### config.mk
export PLATFORM = sky130hd
export DESIGN_NAME = crts_front
export DESIGN_NICKNAME = d
export VERILOG_FILES = /design/src/rtl/core/crts_pkg.sv /design/src/rtl/core/crts_front.sv
export SDC_FILE = /design/constraint.sdc
export NUM_CORES = 1
export LEC_CHECK = 0
export BUFFER_PORTS_ARGS = -buffer_cell sky130_fd_sc_hd__buf_2
export CORE_AREA = 8 8 127 129
export CTS_BUF_LIST = sky130_fd_sc_hd__clkbuf_4 sky130_fd_sc_hd__clkbuf_8 sky130_fd_sc_hd__clkbuf_16
export DETAILED_ROUTE_END_ITERATION = 10
export DIE_AREA = 0 0 135 137
export PLACE_DENSITY = 0.78
export SLEW_MARGIN = 20
export SYNTH_ARGS = -nofsm -noshare
export SYNTH_HDL_FRONTEND = slang
export SYNTH_SLANG_ARGS = --single-unit
export TNS_END_PERCENT = 10
### constraint.sdc
create_clock -name aclk -period 5.9 [get_ports aclk]
set_clock_uncertainty 0.1 [all_clocks]
set_input_delay 0.59 -clock aclk [delete_from_list [all_inputs] [get_ports aclk]]
set_output_delay 0.59 -clock aclk [all_outputs]
set_load 0.005 [all_outputs]
### src/rtl/core/crts_pkg.sv
// Shared types and constants for the CAN receive timeout supervisor.
package crts_pkg;

    localparam int ENTRIES_DEF       = 96;
    localparam int UNKNOWN_DEPTH_DEF = 8;
    localparam int ID_W              = 29;
    localparam int LIMIT_W           = 16;
    localparam int TIME_W            = 32;
    localparam int IDX_W             = 7;
    localparam int MAP_W             = 32;

    typedef enum logic [1:0] {
        OP_LOAD  = 2'd0,
        OP_FRAME = 2'd1,
        OP_CHECK = 2'd2,
        OP_NONE  = 2'd3
    } op_t;

    // one classified item as queued between front and back
    typedef struct packed {
        op_t                op;
        logic               in_range;
        logic [IDX_W-1:0]   index;
        logic [ID_W-1:0]    ident;
        logic [LIMIT_W-1:0] limit;
        logic               enable;
        logic [TIME_W-1:0]  now;
    } cmd_t;

    typedef enum logic [2:0] {
        ST_IDLE,
        ST_SCAN,
        ST_UNK,
        ST_STAMP,
        ST_DONE
    } state_t;

endpackage

### src/rtl/core/crts_front.sv
// Front end: accepts items, classifies them and queues them for the back end.
module crts_front
    import crts_pkg::*;
#(
    parameter int ENTRIES = ENTRIES_DEF
) (
    input  logic               aclk,
    input  logic               aresetn,
    input  logic               s_valid,
    output logic               s_ready,
    input  logic [1:0]         s_operation,
    input  logic [IDX_W-1:0]   s_entry_index,
    input  logic [ID_W-1:0]    s_entry_id,
    input  logic [LIMIT_W-1:0] s_entry_timeout,
    input  logic               s_entry_enable,
    input  logic [ID_W-1:0]    s_frame_id,
    input  logic [TIME_W-1:0]  s_now_ms,
    output logic               q_valid,
    input  logic               q_ready,
    output cmd_t               q_cmd
);

    // two-slot queue
    cmd_t       slot_reg [2];
    logic       wr_ptr_reg, wr_ptr_next;
    logic       rd_ptr_reg, rd_ptr_next;
    logic [1:0] cnt_reg, cnt_next;
    cmd_t       cmd_in;
    logic       push, pop;

    always_comb begin
        cmd_in.op       = op_t'(s_operation);
        cmd_in.in_range = ({25'd0, s_entry_index} < ENTRIES);
        cmd_in.index    = s_entry_index;
        cmd_in.ident    = (s_operation == OP_LOAD) ? s_entry_id : s_frame_id;
        cmd_in.limit    = s_entry_timeout;
        cmd_in.enable   = s_entry_enable;
        cmd_in.now      = s_now_ms;
    end

    assign s_ready = (cnt_reg != 2'd2);
    assign push    = s_valid && s_ready;
    assign q_valid = (cnt_reg != 2'd0);
    assign pop     = q_valid && q_ready;
    assign q_cmd   = slot_reg[rd_ptr_reg];

    always_comb begin
        wr_ptr_next = push ? ~wr_ptr_reg : wr_ptr_reg;
        rd_ptr_next = pop ? ~rd_ptr_reg : rd_ptr_reg;
        cnt_next    = cnt_reg + {1'b0, push} - {1'b0, pop};
    end

    always_ff @(posedge aclk) begin
        if (!aresetn) begin
            wr_ptr_reg <= 1'b0;
            rd_ptr_reg <= 1'b0;
            cnt_reg    <= 2'd0;
        end else begin
            wr_ptr_reg <= wr_ptr_next;
            rd_ptr_reg <= rd_ptr_next;
            cnt_reg    <= cnt_next;
        end
    end

    always_ff @(posedge aclk) begin
        if (push) begin
            slot_reg[wr_ptr_reg] <= cmd_in;
        end
    end

    assert property (@(posedge aclk) disable iff (!aresetn)
        cnt_reg != 2'd3)
        else $error("queue count out of range");
    assert property (@(posedge aclk) disable iff (!aresetn)
        (cnt_reg == 2'd2 && !pop) |=> cnt_reg == 2'd2)
        else $error("full queue lost an item");
    assert property (@(posedge aclk) disable iff (!aresetn)
        (cnt_reg == 2'd0) |-> !pop)
        else $error("pop from empty queue");

endmodule

# After elaboration in Yosys (flattened, before gate mapping)
# Memory sizes are Yosys's and may differ from the RTL's. A register that Yosys moved wholly into a read port is not among the register bits.
# Cells that the tools add are included.
[totals]
reg_bits = 4
ramBits = 176
input_bits = 120
out_inout_bits = 90
word_cells = 19
memories = 1
[memory_table]
columns = ["memory", "depth", "width", "rd", "rd_ports_with_merged_regs", "write_ports", "line", "text"]
rows = [
  ["slot_reg", 2, 88, 1, 1, 1, "crts_front.sv:24", "cmd_t slot_reg [2];"],
]
[classes]
n_addsub = 2
n_lt_le_gt_ge = 1
n_eq_ne = 1
muxes = 5
n_bitwise = 2
reduce_logical = 4
[ops]
columns = ["op", "n"]
rows = [
  ["$mux W29", 1],
  ["$lt A7 B7 Y1 const B", 1],
  ["$mux W1", 4],
  ["$add A2 B1 Y2", 1],
  ["$logic_and A1 B1 Y1", 2],
  ["$logic_not A2 Y1", 1],
  ["$ne A2 B2 Y1 const B", 1],
  ["$not A1 Y1", 2],
  ["$reduce_bool A2 Y1", 1],
  ["$sub A2 B1 Y2", 1],
]

# Logic depth before layout (Yosys ltp)
# Gate-level depths: netlist (run 1).
[logic_depth]
depth_word = 4
mapped_depth = 8
depth_no_buf = 8

# Worst setup path before layout (run 1)
# Ideal clock, no wire load.
[synth_path]
path_type = "input-to-reg"
startpoint = "input port s_valid"
endpoint = "memory slot_reg[0][0] (netlist bit), enable pin"
setup_ps = 535
arrival_time_ps = 4351
required_time_ps = 5265
setup_slack_ps = 914
stages = 2
path_buffers = 0
cell_sequence = "nand2_1 nor2_1"
[synth_via]
elab_chain_cells = 3
[synth_rtl]
columns = ["item", "line", "text"]
rows = [
  ["start: declaration", "crts_front.sv:9", "input logic s_valid,"],
  ["$logic_and A1 B1 Y1", "crts_front.sv:42", "assign push = s_valid && s_ready;"],
  ["$mux W1", "crts_front.sv:66", "if (push) begin"],
  ["$mux W1 (not written as such)", "crts_front.sv:67", "slot_reg[wr_ptr_reg] <= cmd_in;"],
  ["end: declaration", "crts_front.sv:24", ""],
]
# No other way between the ends.

==> impl_metrics.csv, run 1 <==
group,metric,value,unit
power,switching_share,24.8,%
final_layout,areaGrowthSynthToFinish,25.7,%
floorplanning,rows,44,
detailed_routing,drcViolationCount,0,
final_layout,nets,673,
min_path,min_path_type,"in2reg",
power,p_switching,877,uW
setup_path,required,5210,ps
clock_network,clock_latency,410,ps
setup_path,critPathSlowestCell,"dfxtp_4",
place,hpwl,9.50,mm
power,clkPwrFrac,30.5,%
final_layout,antenna_cells,0,
run,max-cap-violations,0,
synthesis,synth_cell_types,19,
clock_network,cts_sinks,181,
detailed_routing,num_vias,3717,
setup_path,endpoint_kind,"output pin",
timing,period_needed,3100,ps
synthesis,synth_area,7020,um^2
final_layout,n_fill_cell,1048,
clock_network,postCtsSetupRepairBufs,0,
power,p_int,2660,uW
floorplanning,start_util,49.4,%
synthesis,seq_area_frac_synth,76.7,%
setup_path,slowest_delay,730,ps
setup_path,cp_max_fo,51,
timing,tightest_slew,859,ps
timing,layout_setup_ws,2800,ps
detailed_routing,via_per_inst,4.97,
global_routing,antenna_found_initial,0,
global_routing,track_usage,15.0,%
detailed_routing,finalWirelength,13.9,mm
timing,finalMaxSlewViolations,0,
power,seqPwrFrac,48.2,%
place,place_ws,3170,ps
synthesis,ys_warn_count,0,
timing,holdWs,262,ps
synthesis,yosysTopAreaCell,"edfxtp_1",
min_path,holdPathEnd,"slot_reg[0][27]",
place,gp_congestion,0.716,
clock_network,path_clk_slew,60,ps
power,irDropWorstVdd,0.000362,V
setup_path,timing.rr.end,"slot_reg[0][84]",
final_layout,layout-drive-gt1-share,64.7,%
timing,hold_violations,0,
final_layout,finish.instance_area,8820,um^2
timing,timing.max_slew.rel_slack,42.7,%
synthesis,synth_flop_cell,"edfxtp_1",
place,portBuffers,209,
synthesis,netlist.area_leader.share,75.3,%
setup_path,cp_num_buf_inv,2,
timing,fin_crit_sh,52.5,%
detailed_routing,dr.pass1.iters,4,
global_routing,grt_pass1_wl,21.1,mm
timing,setup-tns-final,0,ps
global_routing,grt_pass1_vias,4186,
timing,fmax,0.323,GHz
timing,rsz0062_at_grt,"false",
timing,setup_violations,0,
clock_network,root_buffer,"clkbuf_16",
setup_path,arrival,2410,ps
synthesis,mappedNetlistNets,454,
power,power.leakage,0.00336,uW
setup_path,reg2reg_from,"cnt_reg[0]",
floorplanning,io_pins,210,
global_routing,grt_overflow,0,
synthesis,syn_inst,332,
setup_path,rrSetupSlack,3920,ps
clock_network,htree_levels,4,
detailed_routing,drt_iter0_markers,194,
synthesis,synth_edf_count,176,
final_layout,largest_register_ffs,176,
synthesis,synth_area_leaders,"edfxtp_1 75%, mux2_2 16%, mux2_4 4.3%",
global_routing,grt_max_degree,89,
detailed_routing,wl_per_cell,18.5,um
synthesis,async_reset_ff_share,0,%
floorplanning,fp.dieW,135,um
min_path,min-delay-start,"s_now_ms[27]",
setup_path,critPathTopFamily,"buffers and inverters",
floorplanning,dieArea,18500,um^2
synthesis,syn_avg_cell_area,21.1,um^2
setup_path,worst_r2r_path_depth,4,
synthesis,synth_most_common_cell,"edfxtp_1",
detailed_routing,drtAntennaViolNets,0,
clock_network,clock_path_buffers,2,
place,place_area,8240,um^2
setup_path,start_kind,"flip-flop",
clock_network,numCtsBuffers,17,
min_path,whs_path_depth,1,
floorplanning,fp.dieH,137,um
synthesis,synthTopCellsByCount,"176 x edfxtp_1, 97 x mux2_2, 20 x mux2_4",
power,comb_power_share,21.3,%
setup_path,cp_cell_sequence,"buf_4, mux2_2, buf_2",
floorplanning,coreArea,14200,um^2
run_status,outcome,"finished clean",
setup_path,crit_type,"reg2out",
synthesis,ys_ff_latch,181,
power,cellPowerDensity,401,nW/um^2
clock_network,cts_hold_buf,0,
power,total_power,3540,uW
clock_network,cts-resized-gates,0,
clock_network,cts_tree,"built",
[routing by layer]
metal | GRT usage (%) | up-vias | wire (um)
met3 | 6.53 | 13 | 1210
met4 | 5.37 | 0 | 165
met5 | 0 | - | 0
met1 | 15.9 | 1826 | 5260
met2 | 26.2 | 135 | 7240
li1 | - | 1743 | -
[final cells by class]
cell class	count	area [um^2]	area share, %
tap	184	230	2.61
clock inverter	13	133	1.50
timing repair buffer	213	1080	12.3
clock buffer	19	440	4.99
inverter	1	3.75	0.0425
multi-input combinational	137	1550	17.5
sequential	181	5390	61.1
[layout by cell type (no fill, tap or decap), types with 2 or more instances in the layout]
| master | synthesis | routed |
|---|---|---|
| buf_2 | 7 | 209 |
| edfxtp_1 | 176 | 176 |
| mux2_2 | 97 | 97 |
| mux2_4 | 20 | 20 |
| clkbuf_16 | 0 | 17 |
| clkinvlp_4 | 0 | 5 |
| dfxtp_1 | 5 | 4 |
| nand2_1 | 3 | 3 |
| xnor2_1 | 3 | 3 |
| nand2b_1 | 2 | 2 |
| nor2b_1 | 2 | 2 |
| and2_1 | 2 | 2 |
| ha_1 | 2 | 2 |
| clkinv_1 | 0 | 2 |
| clkbuf_4 | 0 | 2 |
| bufinv_16 | 0 | 2 |
| clkinv_2 | 0 | 2 |
| buf_6 | 5 | 2 |
| buf_4 | 1 | 2 |
[cells by family (layout without fill, tap and decap cells)]
family	count (synthesis)	in the layout	synth area share [%]
AOI/OAI and AO/OA	1	1	0.107
muxes	118	118	20.0
adders and majority gates	2	2	0.357
buffers and inverters	14	246	1.46
xor gates and xnor gates	3	3	0.374
DFF	181	181	76.7
and+or+nand+nor	13	13	0.981
[worst max-delay path by stage]
stage	end	slack, ps	depth (start not counted)
final	q_cmd[5]	2800	3
after detailed placement	q_cmd[43]	3170	3
after floorplan	slot_reg[0][0]	910	2
after CTS	q_cmd[43]	2710	3
after global routing	q_cmd[5]	2650	3
after global placement	q_cmd[30]	3210	3
[metrics by stage]
stage	cells	util [%]
after floorplan	332	-
after global placement	716	58.0
after detailed placement	716	58.0
after CTS	748	62.1
after global routing	748	62.1
final	748	62.1
[power groups by stage]
| stage | registers, uW | logic (uW) | clock network (uW) |
|---|---|---|---|
| 2_1_floorplan | 1700 | 501 | 0 |
| 6_report | 1710 | 753 | 1080 |
| 5_1_grt | 1720 | 827 | 1160 |
| 3_3_place_gp | 1720 | 756 | 0 |
| 3_5_place_dp | 1740 | 771 | 0 |
| 4_1_cts | 1710 | 776 | 1110 |
No activity file was read; power rests on OpenSTA's default activity.
==> run 2, diff against run 1 <==
- clock period: 5.9 -> 2.85 ns (I/O delays scaled with it)
==> run 2 against run 1 <==
First-iteration DRC count fell by 15%. Global-route usage is 1.4 points higher. Combinational power up 130%. Critical path depth did not move. Sequential share of layout area shrank 4.1 points. Via count up 7.8%. Core utilization up 4.5 points. Die area unchanged. Wire length rose by 7.4%. Critical path type unchanged. Highest routed layer is now met5.
==> impl_metrics.csv, run 2 (same netlist as run 1, synthesis figures left out) <==
group,metric,value,unit
final_layout,finish.utilization,66.6,%
floorplanning,start_util,49.4,%
global_routing,track_usage,16.4,%
power,p_switching,1860,uW
power,seqPwrFrac,46.4,%
run,max-cap-violations,0,
power,comb_power_share,22.8,%
clock_network,postCtsSetupRepairBufs,0,
global_routing,grt_pass1_vias,4556,
timing,setup-tns-final,0,ps
detailed_routing,num_vias,4006,
final_layout,final_cell_mix,"209 x buf_2, 176 x edfxtp_1, 97 x mux2_2",
detailed_routing,dr.pass1.iters,4,
clock_network,clock_path_buffers,2,
setup_path,critPathTopFamily,"buffers and inverters",
setup_path,rrSetupSlack,950,ps
global_routing,antenna_found_initial,1,
place,portBuffers,209,
final_layout,nets,734,
global_routing,grt_overflow,0,
setup_path,crit_type,"reg2out",
detailed_routing,finalWirelength,14.9,mm
clock_network,htree_levels,4,
floorplanning,io_pins,210,
floorplanning,fp.dieH,137,um
min_path,min_path_type,"in2reg",
global_routing,grt_max_degree,54,
place,place_area,8290,um^2
final_layout,mostFrequentLayoutCell,"buf_2",
place,gp_congestion,0.767,
timing,hold_violations,0,
clock_network,numCtsBuffers,17,
final_layout,antenna_cells,0,
setup_path,timing.rr.end,"slot_reg[0][6]",
setup_path,cp_num_buf_inv,2,
floorplanning,fp.dieW,135,um
power,cellPowerDensity,795,nW/um^2
power,clkPwrFrac,30.8,%
timing,period_needed,2300,ps
timing,holdWs,62.9,ps
detailed_routing,drt_iter0_markers,165,
setup_path,arrival,1920,ps
final_layout,finish.instance_area,9460,um^2
power,switching_share,24.7,%
power,power.leakage,0.00365,uW
global_routing,use_met2,28.9,%
setup_path,slowest_delay,520,ps
global_routing,busiest_layer,"met2",
timing,timing.max_slew.rel_slack,55.0,%
detailed_routing,drtAntennaViolNets,0,
final_layout,areaGrowthSynthToFinish,34.9,%
global_routing,grt_pass1_wl,23.0,mm
clock_network,root_buffer,"clkbuf_16",
power,irDropWorstVdd,0.000422,V
clock_network,cts-resized-gates,0,
timing,finalMaxSlewViolations,0,
timing,tightest_slew,675,ps
setup_path,cp_max_fo,31,
final_layout,stdcell_count,809,
floorplanning,coreArea,14200,um^2
detailed_routing,drcViolationCount,0,
final_layout,layout-drive-gt1-share,58.7,%
clock_network,path_clk_slew,60,ps
min_path,whs_path_depth,2,
setup_path,cp_cell_sequence,"buf_4, mux2_2, buf_2",
run_status,outcome,"finished clean",
place,dpl.cell_count,719,
min_path,min-delay-start,"aresetn",
power,p_int,5660,uW
global_routing,grt_use_met3,5.51,%
setup_path,endpoint_kind,"output pin",
timing,rsz0062_at_grt,"false",
clock_network,cts_sinks,181,
clock_network,cts_hold_buf,58,
detailed_routing,via_per_inst,4.95,
timing,setup_violations,0,
final_layout,n_fill_cell,930,
clock_network,clock_latency,420,ps
final_layout,largest_register_ffs,176,
setup_path,worst_r2r_path_depth,4,
place,hpwl,9.83,mm
timing,fin_crit_sh,80.7,%
floorplanning,dieArea,18500,um^2
global_routing,grt_use_met1,17.5,%
setup_path,critPathSlowestCell,"dfxtp_4",
setup_path,reg2reg_from,"cnt_reg[0]",
min_path,holdPathEnd,"cnt_reg[1]",
clock_network,cts_tree,"built",
setup_path,required,2470,ps
timing,fmax,0.435,GHz
detailed_routing,wl_per_cell,18.4,um
floorplanning,rows,44,
setup_path,start_kind,"flip-flop",
[run 2: cell count changes in the layout (fill, tap and decap cells not counted), sizes merged]
cell | before | now
clkinvlp | 5 | 1
clkbuf | 19 | 18
clkinv | 5 | 8
buf | 213 | 216
dlygate4sd3 | 0 | 58
inv | 2 | 3
bufinv | 2 | 3
[run 2: area by class of cell]
| cell class | count | area (um^2) | area share [%] |
|---|---|---|---|
| multi-input cells | 137 | 1550 | 16.3 |
| clock inverters | 14 | 159 | 1.68 |
| well taps | 184 | 230 | 2.43 |
| inverters | 1 | 3.75 | 0.0397 |
| clock buffers | 18 | 433 | 4.57 |
| repair buffers | 274 | 1700 | 18.0 |
| flip-flops and latches | 181 | 5390 | 56.9 |
[run 2: how the worst max path moves through the flow]
stage                     slack (ps)  depth (start not counted)              end       start
final                            550                          3        q_cmd[26]   flip-flop
after global routing             450                          3        q_cmd[26]   flip-flop
after CTS                        530                          3        q_cmd[16]   flip-flop
after detailed placement         930                          4  slot_reg[0][13]  cnt_reg[0]
after global placement          1000                          4   slot_reg[0][3]  cnt_reg[0]
after floorplan                 -310                          2   slot_reg[1][0]  cnt_reg[0]
[run 2: metrics by stage]
| stage | power [uW] | setup slack [ps] |
|---|---|---|
| final | 7520 | 550 |
| after global routing | 7840 | 454 |
| after CTS | 7590 | 528 |
| after detailed placement | 5220 | 932 |
| after global placement | 5160 | 998 |
| after floorplan | 4530 | -312 |
[run 2: metal layers]
layer	wire length, um	vias to the layer above
met1	5700	1964
li1	-	1863
met3	1070	24
met4	272	2
met5	12	-
met2	7850	153
[run 2: power groups by stage]
stage | clock network, uW | logic, uW | registers (uW)
floorplan | 0 | 1040 | 3490
global placement | 0 | 1640 | 3530
detailed placement | 0 | 1660 | 3550
CTS | 2360 | 1740 | 3490
global route | 2450 | 1870 | 3520
finish | 2320 | 1710 | 3490
==> run 3, diff against run 2 <==
- clock period: 2.85 -> 2.35 ns (I/O delays scaled with it)
==> run 3 against run 2 <==
Global-route usage down 0.67 points. Power up 19%. Wire length down 2.2%. Non-clock buffer count down 1. First-iteration DRC count up 31%. Core utilization down 0.11 points. Die area unchanged. Hold slack worse by 26 ps. Sequential power up 22%. Combinational power up 23%. Cell count down 0.25%. Largest cell class unchanged.
==> impl_metrics.csv, run 3 (same netlist as run 1, synthesis figures left out) <==
group,metric,value,unit
run_status,outcome,"finished clean",
timing,layout_setup_ws,173,ps
timing,tightest_slew,533,ps
setup_path,critPathTopFamily,"flip-flops",
power,power.leakage,0.00363,uW
final_layout,mostFrequentLayoutCell,"buf_2",
clock_network,htree_levels,4,
detailed_routing,drtAntennaViolNets,0,
final_layout,antenna_cells,0,
global_routing,grt_overflow,0,
floorplanning,start_util,49.4,%
setup_path,cp_cell_sequence,"buf_12, mux2_2, buf_2",
global_routing,grt_pass1_vias,4451,
min_path,holdPathEnd,"slot_reg[0][70]",
timing,setup-tns-final,0,ps
setup_path,reg2reg_from,"cnt_reg[1]",
detailed_routing,drt_iter0_markers,216,
clock_network,cts_tree,"built",
setup_path,critPathSlowestCell,"dfxtp_4",
setup_path,arrival,1840,ps
min_path,min-delay-start,"s_entry_id[21]",
timing,rsz0062_at_grt,"false",
setup_path,timing.rr.end,"cnt_reg[1]",
global_routing,antenna_found_initial,0,
setup_path,crit_cells,3,
power,cellPowerDensity,945,nW/um^2
timing,period_needed,2180,ps
timing,timing.max_slew.rel_slack,64.5,%
place,portBuffers,209,
min_path,whs_path_depth,2,
clock_network,cts_hold_buf,59,
clock_network,numCtsBuffers,17,
setup_path,crit_type,"reg2out",
floorplanning,dieArea,18500,um^2
detailed_routing,dr.pass1.iters,5,
global_routing,grt_pass1_wl,22.2,mm
setup_path,cp_num_buf_inv,2,
detailed_routing,num_vias,3979,
final_layout,areaGrowthSynthToFinish,34.6,%
detailed_routing,drcViolationCount,0,
detailed_routing,via_per_inst,4.93,
floorplanning,coreArea,14200,um^2
place,place_ws,597,ps
timing,finalMaxSlewViolations,0,
global_routing,track_usage,15.7,%
min_path,min_path_type,"in2reg",
clock_network,cts_sinks,181,
place,gp_congestion,0.706,
setup_path,endpoint_kind,"output pin",
final_layout,final_cell_mix,"209 x buf_2, 176 x edfxtp_1, 97 x mux2_2",
setup_path,required,2020,ps
power,irDropWorstVdd,0.000627,V
detailed_routing,finalWirelength,14.6,mm
timing,setup_violations,0,
setup_path,rrSetupSlack,660,ps
setup_path,cp_max_fo,39,
clock_network,path_clk_slew,60,ps
timing,fmax,0.459,GHz
final_layout,largest_register_ffs,176,
timing,fin_crit_sh,92.6,%
clock_network,cts-resized-gates,0,
final_layout,nets,733,
run,max-cap-violations,0,
clock_network,clock_latency,410,ps
place,hpwl,9.31,mm
global_routing,grt_max_degree,89,
floorplanning,rows,44,
floorplanning,fp.dieW,135,um
detailed_routing,wl_per_cell,18.1,um
clock_network,clock_path_buffers,2,
setup_path,worst_r2r_path_depth,7,
floorplanning,fp.dieH,137,um
setup_path,start_kind,"flip-flop",
timing,hold_violations,0,
timing,holdWs,37.1,ps
setup_path,slowest_delay,600,ps
clock_network,root_buffer,"clkbuf_16",
final_layout,layout-drive-gt1-share,59.1,%
clock_network,postCtsSetupRepairBufs,0,
floorplanning,io_pins,210,
==> run 3: per-stage QoR <==
| stage | cells | power (uW) | instance area, um^2 | utilization (%) |
|---|---|---|---|---|
| 2_1_floorplan | 332 | 5500 | 7040 | - |
| 3_3_place_gp | 717 | 6290 | 8320 | 58.6 |
| 3_5_place_dp | 717 | 6360 | 8320 | 58.6 |
| 4_1_cts | 807 | 9030 | 9450 | 66.5 |
| 5_1_grt | 807 | 9330 | 9450 | 66.5 |
| 6_report | 807 | 8930 | 9450 | 66.5 |
==> run 3: worst reg2reg max path, stage by stage, from the launching register on <==
cell	delay [ps]
dfxtp_1	360
o21a_1	220
ha_1	280
inv_1	40
ha_1	180
xnor2_1	130
xnor2_1	120
and2_1	160
==> run 3: how the worst max path moves through the flow <==
stage                           from              to  slack [ps]
after floorplan           cnt_reg[0]  slot_reg[0][0]          -4
after global placement     flip-flop       q_cmd[55]         610
after detailed placement   flip-flop       q_cmd[55]         600
after CTS                  flip-flop       q_cmd[55]         140
after global routing       flip-flop       q_cmd[28]          80
final                      flip-flop       q_cmd[28]         170
==> run 3: metal layers <==
metal	share of wire (%)	global-route usage (%)
met5	0	0
met4	1.6	6.54
met3	7.6	6.06
met2	53	28.0
met1	38	16.3
==> run 3: report_power, final <==
| part | leakage [uW] | total [uW] | switching [uW] | internal (uW) |
|---|---|---|---|---|
| sequential | 0.00169 | 4250 | 177 | 4070 |
| combinational | 0.00168 | 2100 | 949 | 1150 |
| clock | 0.000265 | 2580 | 1120 | 1460 |
==> run 3: layout make-up <==
class / count / area (um^2)
repair buffers: 273 / 1720
well taps: 184 / 230
clock buffers: 18 / 433
flip-flops and latches: 181 / 5390
multi-input cells: 137 / 1560
clock inverters: 13 / 108
fillers: 971 / 4750
inverters: 1 / 3.75
